[src/design/bsa_pkg.sv]
// Shared types and constants for the banker's-algorithm allocator.
package bsa_pkg;

   localparam int AVAIL_W     = 10;
   localparam int AVAIL_MAX   = 1023;
   localparam int FIELD_W     = 8;
   localparam int FIELD_COUNT = 4;
   localparam int ORDER_SLOTS = 8;
   localparam int SLOT_W      = 3;
   localparam int ORDER_W     = ORDER_SLOTS * SLOT_W;
   localparam int LEN_W       = 4;
   localparam int CFG_W       = 4;

   typedef enum logic [2:0] {
      FUNC_REQUEST   = 3'd0,
      FUNC_SET_ALLOC = 3'd1,
      FUNC_SET_MAX   = 3'd2,
      FUNC_RELEASE   = 3'd3,
      FUNC_ADD       = 3'd4,
      FUNC_REMOVE    = 3'd5,
      FUNC_SAFETY    = 3'd6,
      FUNC_UNDEFINED = 3'd7
   } func_type;

   typedef enum logic [2:0] {
      STATUS_OK          = 3'd0,
      STATUS_OVER_NEED   = 3'd1,
      STATUS_OVER_AVAIL  = 3'd2,
      STATUS_UNSAFE      = 3'd3,
      STATUS_INVALID     = 3'd4
   } status_type;

   typedef enum logic [2:0] {
      S_IDLE,
      S_EXEC,
      S_SCAN_INIT,
      S_SCAN,
      S_FINISH,
      S_RESP
   } state_type;

   typedef enum logic [3:0] {
      L_NOP,
      L_GRANT,
      L_UNDO,
      L_SET_ALLOC,
      L_SET_MAX,
      L_RELEASE,
      L_ADD,
      L_REMOVE,
      L_WORK_INIT,
      L_WORK_ADD
   } lane_op_type;

   typedef struct packed {
      logic need_over;
      logic avail_over;
      logic max_over;
      logic alloc_over;
      logic fits;
   } lane_flags_type;

endpackage

[src/design/bsa_lane.sv]
// One resource-type lane: available count, maximum and allocation columns, work sum.
module bsa_lane import bsa_pkg::*; #(
   parameter int NUM_PROCESSES = 8,
   parameter int AMOUNT_BITS   = 8
) (
   input  logic                     clock,
   input  logic                     reset,
   input  lane_op_type              op,
   input  logic [$clog2(NUM_PROCESSES > 1 ? NUM_PROCESSES : 2)-1:0] row,
   input  logic [AMOUNT_BITS-1:0]   amt,
   output lane_flags_type           flags
);

   localparam int WORK_W = AVAIL_W + AMOUNT_BITS + 1;

   logic [AVAIL_W-1:0]     avail_ff, avail_in;
   logic [AMOUNT_BITS-1:0] max_ff   [NUM_PROCESSES];
   logic [AMOUNT_BITS-1:0] max_in   [NUM_PROCESSES];
   logic [AMOUNT_BITS-1:0] alloc_ff [NUM_PROCESSES];
   logic [AMOUNT_BITS-1:0] alloc_in [NUM_PROCESSES];
   logic [WORK_W-1:0]      work_ff, work_in;

   logic [AMOUNT_BITS-1:0] max_r, alloc_r, need_r, add_opnd;
   logic [WORK_W-1:0]      amt_w, avail_w, sum_w;
   logic [AVAIL_W-1:0]     sat_sum;

   always_comb begin
      max_r    = max_ff[row];
      alloc_r  = alloc_ff[row];
      need_r   = (max_r > alloc_r) ? AMOUNT_BITS'(max_r - alloc_r) : '0;
      amt_w    = WORK_W'(amt);
      avail_w  = WORK_W'(avail_ff);
      add_opnd = (op == L_RELEASE) ? alloc_r : amt;
      sum_w    = avail_w + WORK_W'(add_opnd);
      sat_sum  = (sum_w > WORK_W'(AVAIL_MAX)) ? AVAIL_W'(AVAIL_MAX) : sum_w[AVAIL_W-1:0];

      flags.need_over  = amt > need_r;
      flags.avail_over = amt_w > avail_w;
      flags.max_over   = amt > max_r;
      flags.alloc_over = alloc_r > amt;
      flags.fits       = WORK_W'(need_r) <= work_ff;
   end

   always_comb begin
      avail_in = avail_ff;
      max_in   = max_ff;
      alloc_in = alloc_ff;
      work_in  = work_ff;
      unique case (op)
         L_GRANT: begin
            avail_in      = AVAIL_W'(avail_w - amt_w);
            alloc_in[row] = AMOUNT_BITS'(alloc_r + amt);
         end
         L_UNDO: begin
            avail_in      = AVAIL_W'(avail_w + amt_w);
            alloc_in[row] = AMOUNT_BITS'(alloc_r - amt);
         end
         L_SET_ALLOC: alloc_in[row] = amt;
         L_SET_MAX:   max_in[row]   = amt;
         L_RELEASE: begin
            if (alloc_r != '0) begin
               avail_in      = sat_sum;
               alloc_in[row] = '0;
               max_in[row]   = '0;
            end
         end
         L_ADD:       avail_in = sat_sum;
         L_REMOVE:    avail_in = (avail_w > amt_w) ? AVAIL_W'(avail_w - amt_w) : '0;
         L_WORK_INIT: work_in  = avail_w;
         L_WORK_ADD:  work_in  = work_ff + WORK_W'(alloc_r);
         default: ;
      endcase
   end

   always_ff @(posedge clock) begin
      if (reset) begin
         avail_ff <= '0;
         work_ff  <= '0;
         for (int i = 0; i < NUM_PROCESSES; i++) begin
            max_ff[i]   <= '0;
            alloc_ff[i] <= '0;
         end
      end else begin
         avail_ff <= avail_in;
         work_ff  <= work_in;
         max_ff   <= max_in;
         alloc_ff <= alloc_in;
      end
   end

endmodule

[src/design/banker_safety_allocator_top.sv]
// Banker's-algorithm allocator: sequencer, resource lanes and flag merge.
// A table operation goes from idle through the execute state to the response state. A request
// or safety check scans one process row per cycle for up to rows+1 passes, going through the
// execute, scan init, scan and finish states before the response state.
// One transaction at a time.
// Synchronous reset clears all tables, available counts and the last check result.
module banker_safety_allocator_top import bsa_pkg::*; #(
   parameter int NUM_PROCESSES = 8,
   parameter int NUM_RESOURCES = 4,
   parameter int AMOUNT_BITS   = 8
) (
   input  logic               clock,
   input  logic               reset,
   input  logic               csr_write_enable,
   input  logic [CFG_W-1:0]   csr_write_data,
   input  logic               req_valid,
   output logic               req_stall,
   input  logic [2:0]         req_func,
   input  logic [2:0]         req_process_index,
   input  logic [FIELD_W-1:0] req_amount_a,
   input  logic [FIELD_W-1:0] req_amount_b,
   input  logic [FIELD_W-1:0] req_amount_c,
   input  logic [FIELD_W-1:0] req_amount_d,
   output logic               rsp_valid,
   input  logic               rsp_stall,
   output logic [2:0]         rsp_status,
   output logic               rsp_safe,
   output logic [ORDER_W-1:0] rsp_safe_order,
   output logic [LEN_W-1:0]   rsp_order_length
);

   localparam int ROW_W = $clog2(NUM_PROCESSES > 1 ? NUM_PROCESSES : 2);
   localparam int CNT_W = 5;

   state_type               state_ff, state_in;
   logic [CFG_W-1:0]        active_ff;
   func_type                func_ff, func_in;
   logic [3:0]              p_ff, p_in;
   logic [AMOUNT_BITS-1:0]  amt_ff [NUM_RESOURCES];
   logic [AMOUNT_BITS-1:0]  amt_in [NUM_RESOURCES];
   status_type              status_ff, status_in;
   logic [ROW_W-1:0]        scan_row_ff, scan_row_in;
   logic [NUM_PROCESSES-1:0] done_ff, done_in;
   logic [CNT_W-1:0]        count_ff, count_in;
   logic [ORDER_W-1:0]      order_ff, order_in;
   logic                    progress_ff, progress_in;
   logic                    last_safe_ff, last_safe_in;
   logic [ORDER_W-1:0]      last_order_ff, last_order_in;
   logic [LEN_W-1:0]        last_len_ff, last_len_in;

   lane_op_type             lane_op;
   logic [ROW_W-1:0]        lane_row;
   lane_flags_type          flags [NUM_RESOURCES];
   logic                    any_need_over, any_avail_over, any_max_over, any_alloc_over;
   logic                    all_fit, row_ok, take, prog, last_row, scan_safe;
   logic [CNT_W-1:0]        rows;
   logic [FIELD_W-1:0]      req_amt [FIELD_COUNT];
   logic [15:0]             amt_ext;
   logic [3:0]              slot_idx;

   assign req_amt[0] = req_amount_a;
   assign req_amt[1] = req_amount_b;
   assign req_amt[2] = req_amount_c;
   assign req_amt[3] = req_amount_d;

   assign rows = (CNT_W'(active_ff) > CNT_W'(NUM_PROCESSES)) ? CNT_W'(NUM_PROCESSES)
                                                              : CNT_W'(active_ff);
   assign row_ok   = CNT_W'(p_ff) < rows;
   assign lane_row = (state_ff == S_SCAN) ? scan_row_ff : p_ff[ROW_W-1:0];

   genvar g;
   generate
      for (g = 0; g < NUM_RESOURCES; g++) begin : g_lane
         bsa_lane #(
            .NUM_PROCESSES (NUM_PROCESSES),
            .AMOUNT_BITS   (AMOUNT_BITS)
         ) u_lane (
            .clock (clock),
            .reset (reset),
            .op    (lane_op),
            .row   (lane_row),
            .amt   (amt_ff[g]),
            .flags (flags[g])
         );
      end
   endgenerate

   // merge lane findings
   always_comb begin
      any_need_over  = 1'b0;
      any_avail_over = 1'b0;
      any_max_over   = 1'b0;
      any_alloc_over = 1'b0;
      all_fit        = 1'b1;
      for (int j = 0; j < NUM_RESOURCES; j++) begin
         any_need_over  = any_need_over  | flags[j].need_over;
         any_avail_over = any_avail_over | flags[j].avail_over;
         any_max_over   = any_max_over   | flags[j].max_over;
         any_alloc_over = any_alloc_over | flags[j].alloc_over;
         all_fit        = all_fit        & flags[j].fits;
      end
   end

   always_comb begin
      state_in      = state_ff;
      func_in       = func_ff;
      p_in          = p_ff;
      amt_in        = amt_ff;
      status_in     = status_ff;
      scan_row_in   = scan_row_ff;
      done_in       = done_ff;
      count_in      = count_ff;
      order_in      = order_ff;
      progress_in   = progress_ff;
      last_safe_in  = last_safe_ff;
      last_order_in = last_order_ff;
      last_len_in   = last_len_ff;
      lane_op       = L_NOP;
      req_stall     = 1'b1;
      rsp_valid     = 1'b0;
      take          = 1'b0;
      prog          = 1'b0;
      last_row      = 1'b0;
      scan_safe     = 1'b0;
      amt_ext       = '0;
      slot_idx      = 4'(scan_row_ff);

      unique case (state_ff)
         S_IDLE: begin
            req_stall = 1'b0;
            if (req_valid) begin
               func_in = func_type'(req_func);
               p_in    = {1'b0, req_process_index};
               for (int j = 0; j < NUM_RESOURCES; j++) begin
                  if (j < FIELD_COUNT) begin
                     amt_ext   = 16'(req_amt[2'(j)]);
                     amt_in[j] = amt_ext[AMOUNT_BITS-1:0];
                  end else begin
                     amt_in[j] = '0;
                  end
               end
               state_in = S_EXEC;
            end
         end
         S_EXEC: begin
            status_in = STATUS_OK;
            state_in  = S_RESP;
            case (func_ff)
               FUNC_REQUEST: begin
                  if (!row_ok)             status_in = STATUS_INVALID;
                  else if (any_need_over)  status_in = STATUS_OVER_NEED;
                  else if (any_avail_over) status_in = STATUS_OVER_AVAIL;
                  else begin
                     lane_op  = L_GRANT;
                     state_in = S_SCAN_INIT;
                  end
               end
               FUNC_SET_ALLOC: begin
                  if (!row_ok || any_max_over) status_in = STATUS_INVALID;
                  else                         lane_op   = L_SET_ALLOC;
               end
               FUNC_SET_MAX: begin
                  if (!row_ok || any_alloc_over) status_in = STATUS_INVALID;
                  else                           lane_op   = L_SET_MAX;
               end
               FUNC_RELEASE: if (row_ok) lane_op = L_RELEASE;
               FUNC_ADD:     lane_op  = L_ADD;
               FUNC_REMOVE:  lane_op  = L_REMOVE;
               FUNC_SAFETY:  state_in = S_SCAN_INIT;
               default:      status_in = STATUS_INVALID;
            endcase
         end
         S_SCAN_INIT: begin
            lane_op     = L_WORK_INIT;
            scan_row_in = '0;
            done_in     = '0;
            count_in    = '0;
            order_in    = '0;
            progress_in = 1'b0;
            state_in    = (rows == '0) ? S_FINISH : S_SCAN;
         end
         S_SCAN: begin
            take     = !done_ff[scan_row_ff] && all_fit;
            prog     = progress_ff | take;
            last_row = (CNT_W'(scan_row_ff) + CNT_W'(1)) == rows;
            if (take) begin
               lane_op              = L_WORK_ADD;
               done_in[scan_row_ff] = 1'b1;
               count_in             = count_ff + CNT_W'(1);
               for (int k = 0; k < ORDER_SLOTS; k++) begin
                  if (count_ff == CNT_W'(k)) order_in[SLOT_W*k +: SLOT_W] = slot_idx[2:0];
               end
            end
            if (last_row) begin
               scan_row_in = '0;
               progress_in = 1'b0;
               // start another pass only while some row finished
               if (!prog) state_in = S_FINISH;
            end else begin
               scan_row_in = ROW_W'(scan_row_ff + ROW_W'(1));
               progress_in = prog;
            end
         end
         S_FINISH: begin
            scan_safe     = count_ff == rows;
            last_safe_in  = scan_safe;
            last_order_in = order_ff;
            last_len_in   = count_ff[LEN_W-1:0];
            if (func_ff == FUNC_REQUEST && !scan_safe) begin
               lane_op   = L_UNDO;
               status_in = STATUS_UNSAFE;
            end
            state_in = S_RESP;
         end
         S_RESP: begin
            rsp_valid = 1'b1;
            if (!rsp_stall) state_in = S_IDLE;
         end
         default: state_in = S_IDLE;
      endcase
   end

   always_ff @(posedge clock) begin
      if (reset) begin
         state_ff      <= S_IDLE;
         active_ff     <= '0;
         status_ff     <= STATUS_OK;
         scan_row_ff   <= '0;
         done_ff       <= '0;
         count_ff      <= '0;
         order_ff      <= '0;
         progress_ff   <= 1'b0;
         last_safe_ff  <= 1'b0;
         last_order_ff <= '0;
         last_len_ff   <= '0;
      end else begin
         state_ff      <= state_in;
         if (csr_write_enable) active_ff <= csr_write_data;
         status_ff     <= status_in;
         scan_row_ff   <= scan_row_in;
         done_ff       <= done_in;
         count_ff      <= count_in;
         order_ff      <= order_in;
         progress_ff   <= progress_in;
         last_safe_ff  <= last_safe_in;
         last_order_ff <= last_order_in;
         last_len_ff   <= last_len_in;
      end
   end

   always_ff @(posedge clock) begin
      func_ff <= func_in;
      p_ff    <= p_in;
      amt_ff  <= amt_in;
   end

   assign rsp_status       = status_ff;
   assign rsp_safe         = last_safe_ff;
   assign rsp_safe_order   = last_order_ff;
   assign rsp_order_length = last_len_ff;

   a_count_bound: assert property (@(posedge clock) disable iff (reset)
      (state_ff == S_SCAN || state_ff == S_FINISH) |-> count_ff <= rows)
      else $error("finished-row count exceeds active rows");

   a_done_matches_count: assert property (@(posedge clock) disable iff (reset)
      state_ff == S_SCAN |-> $countones(done_ff) == count_ff)
      else $error("done bits disagree with finished-row count");

   a_rsp_blocks_req: assert property (@(posedge clock) disable iff (reset)
      rsp_valid |-> req_stall)
      else $error("new transaction taken while a response is pending");

   a_unsafe_only_request: assert property (@(posedge clock) disable iff (reset)
      (rsp_valid && rsp_status == STATUS_UNSAFE) |-> (!rsp_safe && func_ff == FUNC_REQUEST))
      else $error("rollback reported without a failed request check");

endmodule

[config.mk]
export PLATFORM = sky130hd
export DESIGN_NAME = banker_safety_allocator_top
export DESIGN_NICKNAME = d
export VERILOG_FILES = /design/src/design/bsa_pkg.sv /design/src/design/bsa_lane.sv /design/src/design/banker_safety_allocator_top.sv
export SDC_FILE = /design/constraint.sdc
export NUM_CORES = 2
export LEC_CHECK = 0
export BUFFER_PORTS_ARGS = -buffer_cell sky130_fd_sc_hd__buf_4
export CAP_MARGIN = 20
export CORE_UTILIZATION = 55
export DETAILED_ROUTE_END_ITERATION = 6
export GPL_ROUTABILITY_DRIVEN = 0
export PLACE_DENSITY = 0.72
export RECOVER_POWER = 50
export SYNTH_ARGS = -nofsm -noshare
export SYNTH_HDL_FRONTEND = slang
export SYNTH_SLANG_ARGS = --single-unit
export TNS_END_PERCENT = 30
[constraint.sdc]
create_clock -name clock -period 10.55 [get_ports clock]
set_clock_uncertainty 0.15 [all_clocks]
set_input_delay 0 -clock clock [delete_from_list [all_inputs] [get_ports clock]]
set_output_delay 0 -clock clock [all_outputs]
set_load 0.1 [all_outputs]
* Word level (Yosys, flattened, before mapping) *
Index checks and enable logic that the tools add are counted.
Widths: inputs -> output; s select.

word-level totals
  input bits = 47
  bits in registers = 730
  logic and storage cells = 365

operators by class
  $add $sub $neg = 23
  muxes and demuxes = 122
  order comparisons = 20
  reductions and logical operators = 46
  bitwise operators = 15
  equality and inequality tests = 45

operators with widths
  cell                  count
  $bwmux 64             12
  $pmux 64 s2           6
  $and 64x64->64        8
  $mux 64               8
  $pmux 64 s4           2
  $mux 8                26
  $bmux 8 s3            8
  $pmux 19 s2           4
  $mux 10               10
  $pmux 10 s5           2
  $add 19x8->19         4
  $gt 19x10->1 const B  4
  $le 8x19->1           4
  $not 64->64           1
  $mux 3                19
  $pmux 24 s2           1
  $sub 8x8->8           6
  $add 10x8->11         4
  $pmux 10 s2           2
  $gt 8x8->1            4
  $reduce_bool 8->1     4
  $reduce_and 2->1      15
  $ne 2x1->1 const B    13
  $demux 8 s3           1
  other kinds (55)      103

* Logic depth before layout (Yosys ltp) *
  depth after elaboration = 22
  mapped depth = 33
  mapped depth without buffers = 26

* Cells and area by module *
A second synthesis with hierarchy kept.

unflattened totals
  cell total of the unflattened synthesis = 5510
  area, all modules = 46890.0 um^2

modules (own cells, without submodules)
  module                       seq. area each (um^2)  cells an instance  area each (um^2)  instances
  bsa_lane (g_lane[3].u_lane)  3143.0                 1274               10849.2           1
  bsa_lane (g_lane[0].u_lane)  3143.0                 1260               10681.5           1
  bsa_lane (g_lane[1].u_lane)  3143.0                 1258               10618.9           1
  bsa_lane (g_lane[2].u_lane)  3143.0                 1240               10267.3           1
  banker_safety_allocator_top  2262.2                 478                4473.0            1

* Least setup slack after synthesis *
No wires, ideal clock.

  path type = reg-to-reg
  start point = register p_ff[0]
  end point = register g_lane[0].u_lane.work_ff[18]
  arrival = 6.909 ns
  slack = 3.363 ns
  stages on the path, launching flop included = 30
  setup time = 0.128 ns
  data required time = 10.272 ns
  clock period less this slack = 7.187 ns
  path buffers = 4
  cell sequence = edfxtp_1 -> buf_2 -> inv_1 -> o21ai_2 -> buf_4 -> a211oi_1 -> a2111oi_0 -> ha_1 -> inv_1 -> fa_1 -> a21o_1 -> a21o_1 -> a21o_1 -> a21oi_1 -> nor2b_1 -> o21a_1 -> o22ai_1 -> nor2_1 -> ha_1 -> a211o_1 -> o211ai_1 -> a311o_1 -> o2111ai_1 -> o31a_1 -> clkbuf_1 -> or3b_2 -> clkbuf_1 -> nor4_1 -> xnor2_1 -> nor2_1

on the way
  longest elaborated chain between the ends = 16
  elaborated cells between the ends (all ways) = 56
  those cells by class = add/sub: 5; order compare: 9; eq/ne: 2; mux: 34; bitwise: 4; reduce/logical: 2

ends and longest elaborated chain
  what                                                     RTL line                            source
  from (decl)                                              banker_safety_allocator_top.sv:38   logic [3:0] p_ff, p_in;
  from (signal assigned)                                   banker_safety_allocator_top.sv:253  p_ff <= p_in;
  $mux 3                                                   banker_safety_allocator_top.sv:69   assign lane_row = (state_ff == S_SCAN) ? scan_row_ff : p_ff[ROW_W-1:0];
  $not 3->4 (not written as such)                          bsa_lane.sv:28, bsa_lane.sv:29
  $bmux 8 s3, on equally long branches                     bsa_lane.sv:28, bsa_lane.sv:29
  $mux 8, on equally long branches (2 in a row)            bsa_lane.sv:28, bsa_lane.sv:29
  $sub 8x8->8 / $gt 8x8->1 (equally long branches)         bsa_lane.sv:30                      need_r = (max_r > alloc_r) ? AMOUNT_BITS'(max_r - alloc_r) : '0;
  $mux 8                                                   bsa_lane.sv:30
  $le 8x19->1                                              bsa_lane.sv:41                      flags.fits = WORK_W'(need_r) <= work_ff;
  $and 1x1->1 (3 in a row)                                 banker_safety_allocator_top.sv:100  all_fit = all_fit & flags[j].fits;
  $logic_and 1x1->1                                        banker_safety_allocator_top.sv:183  take = !done_ff[scan_row_ff] && all_fit;
  $mux 4                                                   banker_safety_allocator_top.sv:186  if (take) begin
  $pmux 4 s4                                               banker_safety_allocator_top.sv:128  unique case (state_ff)
  $eq 4x4->1                                               bsa_lane.sv:49                      unique case (op)
  $pmux 19 s2 / $reduce_bool 2->1 (equally long branches)  -
  to (signal assigned)                                     bsa_lane.sv:85                      work_ff <= work_in;
  to (decl)                                                bsa_lane.sv:21                      logic [WORK_W-1:0] work_ff, work_in;

Several ways; a longest one is shown, not always the timed one. The select of a mux whose other input is x is not followed.
A chain may end at the register's enable or synchronous reset.

* Worst setup path after layout *
  start point = register state_ff[0]
  end point = register g_lane[0].u_lane.work_ff[18]

on the way
  longest elaborated chain between the ends = 17
  elaborated cells between the ends (all ways) = 57
  those cells by class = add/sub: 5; order compare: 8; eq/ne: 6; mux: 32; bitwise: 4; reduce/logical: 2

ends and longest elaborated chain
  what                                                     RTL line                                                               source
  from (decl)                                              banker_safety_allocator_top.sv:35                                      state_type state_ff, state_in;
  from (signal assigned)                                   banker_safety_allocator_top.sv:237                                     state_ff <= state_in;
  $eq 3x2->1                                               banker_safety_allocator_top.sv:69, banker_safety_allocator_top.sv:128
  $mux 3                                                   banker_safety_allocator_top.sv:69
  $not 3->4 (not written as such)                          bsa_lane.sv:28, bsa_lane.sv:29
  $bmux 8 s3, on equally long branches                     bsa_lane.sv:28, bsa_lane.sv:29
  $mux 8, on equally long branches (2 in a row)            bsa_lane.sv:28, bsa_lane.sv:29
  $sub 8x8->8 / $gt 8x8->1 (equally long branches)         bsa_lane.sv:30
  $mux 8                                                   bsa_lane.sv:30
  $le 8x19->1                                              bsa_lane.sv:41
  $and 1x1->1 (3 in a row)                                 banker_safety_allocator_top.sv:100
  $logic_and 1x1->1                                        banker_safety_allocator_top.sv:183
  $mux 4                                                   banker_safety_allocator_top.sv:186
  $pmux 4 s4                                               banker_safety_allocator_top.sv:128
  $eq 4x4->1                                               bsa_lane.sv:49
  $pmux 19 s2 / $reduce_bool 2->1 (equally long branches)  -

Several ways; a longest one is shown, not always the timed one. The select of a mux whose other input is x is not followed.

==> results by group <==
Pwr
  • Post-layout power: 11.06 mW
  • P_leak: 15.94 nW
  • Power per Cell Area: 272.3 mW/mm^2
  • VDD IR max: 0.0001784 V

Layout
  • Share of layout cells above drive strength 1: 0.07472
  • Layout area overhead: 12.97%
  • Most frequent cells in the layout: dfxtp_1, nor2_1, a21oi_1
  • Final Util: 0.6291
  • Multi-input logic area: 0.01937 mm^2
  • Fin nets: 4454
  • Register area: 0.01483 mm^2
  • Final cell count without fillers: 5111
  • Commonest non-fill, non-tap cell in the layout: dfxtp_1
  • Final Instance Area: 0.04063 mm^2
  • N_diodes: 0
  • Fillers: 5536

Global routing
  • GR Util met3: 0.06321
  • Largest net degree at the start of global routing: 126
  • GRT overflow: 0
  • Grt met1 use: 0.4549
  • All-Layer GR Usage: 0.3254
  • Met2 usage: 0.4917
  • GR peak layer: met2
  • Global-route wire length before repair: 169900 um
  • Initial antenna violation count: 5
  • Vias in the first global route: 29240

STA
  • Worst Hold Margin: 0.2223 ns
  • Fin. max-slew vios: 23
  • Final Cycle Share: 0.8917
  • Worst-Margin Slew: 1.542 ns
  • Setup WS post-layout: 1.142 ns
  • Fin Setup TNS: 0 ns
  • Endpoints failing setup: 0
  • Crit path time final: 9.408 ns
  • Final Hold Fails: 0
  • Max_slew headroom: -0.02827
  • Fmax: 106.3 MHz
  • RSZ-0062 raised after global routing: false

Routing
  • First-pass DRT Iterations: 7
  • DRT Wirelength: 110300 um
  • Avg Vias per Cell: 6.126
  • Average wire per standard cell: 21.58 um
  • Antenna-violating nets left: 0
  • DR vias: 31310
  • Initial DRC count: 3243
  • DR DRC count: 0

Clock tree
  • Clock slew at reported path FFs: 0.06 ns
  • Inserted Clock Buffers: 78
  • CTS-repair resized insts: 0
  • Latest clock arrival within the worst-skew pair: 0.66 ns
  • Clock root cell: clkbuf_16
  • Hold buffers post-CTS: 64
  • H-tree depth: 3
  • Setup bufs post-CTS: 0
  • Clock tree sinks: 730
  • CTS tree: built
  • Clock Path Buffers: 3

Synthesis
  • Synth unique cells: 88
  • Simple-gate share of the synthesized area: 0.1966
  • Main synth FF type: dfxtp_1
  • Syn nets: 4359
  • Area contributors post-synth: dfxtp_1, ha_1, and2_1
  • Sequential share of the synthesized area: 0.4125
  • Leading area contributor after synthesis: dfxtp_1
  • Synth Register Bits: 730
  • Post-synthesis compound-gate area fraction: 0.2003
  • Cell area after synthesis: 0.03597 mm^2
  • YS warnings: 0
  • Syn_area_per_cell: 8.779 um^2
  • Post-synth EDFFs: 22
  • Largest family of logic cells by synthesized area: compound AO/OA/AOI/OAI gates
  • Adder-cell share of the synthesized area: 0.07897
  • Post-synth ARST share: 0
  • Post-synthesis mux area share: 0.03246
  • Xor/xnor share of the synthesized area: 0.02971
  • Synth top area share: 0.3941
  • Cell count after synthesis: 4097

Setup path
  • Crit path required time: 10.92 ns
  • Startpoint types: register
  • Setup crit end kind: register
  • Worst-path maximum fanout: 68
  • Critical Setup Path Class: reg2reg
  • Arrival @ worst endpoint: 9.77 ns
  • R2R cell count: 26

Die
  • Row count: 93
  • Core region area: 0.06458 mm^2
  • Die Span Y: 257.7 um
  • Initial Utilization: 0.5569
  • Die Width: 257.7 um
  • I/O pin count: 81
  • Die Area: 0.06642 mm^2

Placement
  • PortBufs: 64
  • Number of instances in the placed design: 4900
  • Dpl ws: 1.605 ns
  • Dpl cell area: 0.03738 mm^2
  • DP HPWL: 76480 um

Outcome
  • Failing checks: max-capacitance violations, max-slew violations
  • Status: finished with violations

Flow run
  • MaxCap Viol Count: 1

Min path
  • Hold crit path type: in2reg
  • Hold depth: 4
## worst paths after layout
check | startpoint | slack [ns] | end
setup / recovery | state_ff[0] | 1.14 | g_lane[0].u_lane.work_ff[18]
hold / removal | rsp_stall | 0.22 | state_ff[1]
setup reg to reg | state_ff[0] | 1.14 | g_lane[0].u_lane.work_ff[18]
hold reg to reg | g_lane[2].u_lane.max_ff[30] | 0.28 | g_lane[2].u_lane.max_ff[30]
## power breakdown
part	switching (mW)	total, mW	internal [mW]
Sequential	0.166	3.04	2.88
Clock	1.22	2.94	1.71
Combinational	3.18	5.09	1.91
## kinds of logic (layout without fill, tap and decap cells)
| family | Yosys count | after routing |
|---|---|---|
| mux | 109 | 109 |
| flops | 730 | 730 |
| compound gates | 1083 | 1083 |
| xor+xnor | 122 | 122 |
| buf+inv | 445 | 604 |
| fa+ha+maj | 215 | 215 |
| simple gates | 1393 | 1393 |
## cells in the mapped netlist (all sizes together) (25+ instances only)
cell,count
a21o,56
nor2b,45
o22ai,139
nor4,39
mux2i,85
a221oi,36
a22oi,35
nor3,74
buf,75
o21bai,32
nand4,25
xnor2,105
nand2b,30
and2,327
a22o,44
a211oi,73
nor3b,26
dfxtp,708
a21oi,257
clkbuf,124
inv,246
nor2,414
nand3,102
o221ai,46
nand2,216
ha,195
o21ai,193
## state kept, by name, summed over array words and instances (netlist names), 8 cells and up
name                    cells
order_ff                   24
amt_ff                     16
g_lane.u_lane.max_ff      256
g_lane.u_lane.work_ff      76
rsp_safe_order             24
done_ff                     8
g_lane.u_lane.avail_ff     40
g_lane.u_lane.alloc_ff    256
## layer usage
layer | vias up | part of all wire | wire length, um
met5 | - | 0.00034 | 37
met4 | 6 | 0.041 | 4570
met3 | 296 | 0.097 | 10710
met2 | 1376 | 0.43 | 47110
met1 | 14870 | 0.43 | 47850
li1 | 14760 | - | -
## area by class of cell
| type | instances | area share |
|---|---|---|
| well taps | 855 | 0.02633 |
| multi-input cells | 2922 | 0.4767 |
| clock inverters | 41 | 0.01364 |
| repair buffers | 214 | 0.04068 |
| flip-flops and latches | 730 | 0.3651 |
| clock buffers | 103 | 0.05485 |
| inverters | 246 | 0.02273 |
## critical path, stage by stage, from the launching register on
cell and delay [ns]:
dfxtp_1 0.68, nand3b_1 0.36, buf_12 0.31, mux2_1 1.14, buf_4 0.46, o221ai_1 0.15, a2111oi_0 0.35, clkbuf_1 0.43
inv_1 0.16, ha_1 0.38, a21o_1 0.20, a21o_1 0.18, a21oi_1 0.16, nor2b_1 0.08, o21a_1 0.17, o22ai_1 0.44
nor2_1 0.11, ha_1 0.31, a211o_1 0.30, o211ai_1 0.09, a311o_1 0.46, o2111ai_1 0.28, o31a_2 0.59, or3b_2 0.65
nor4_1 0.36, xnor2_1 0.17, nor2_1 0.05
Power figures use the tool's default switching activity.
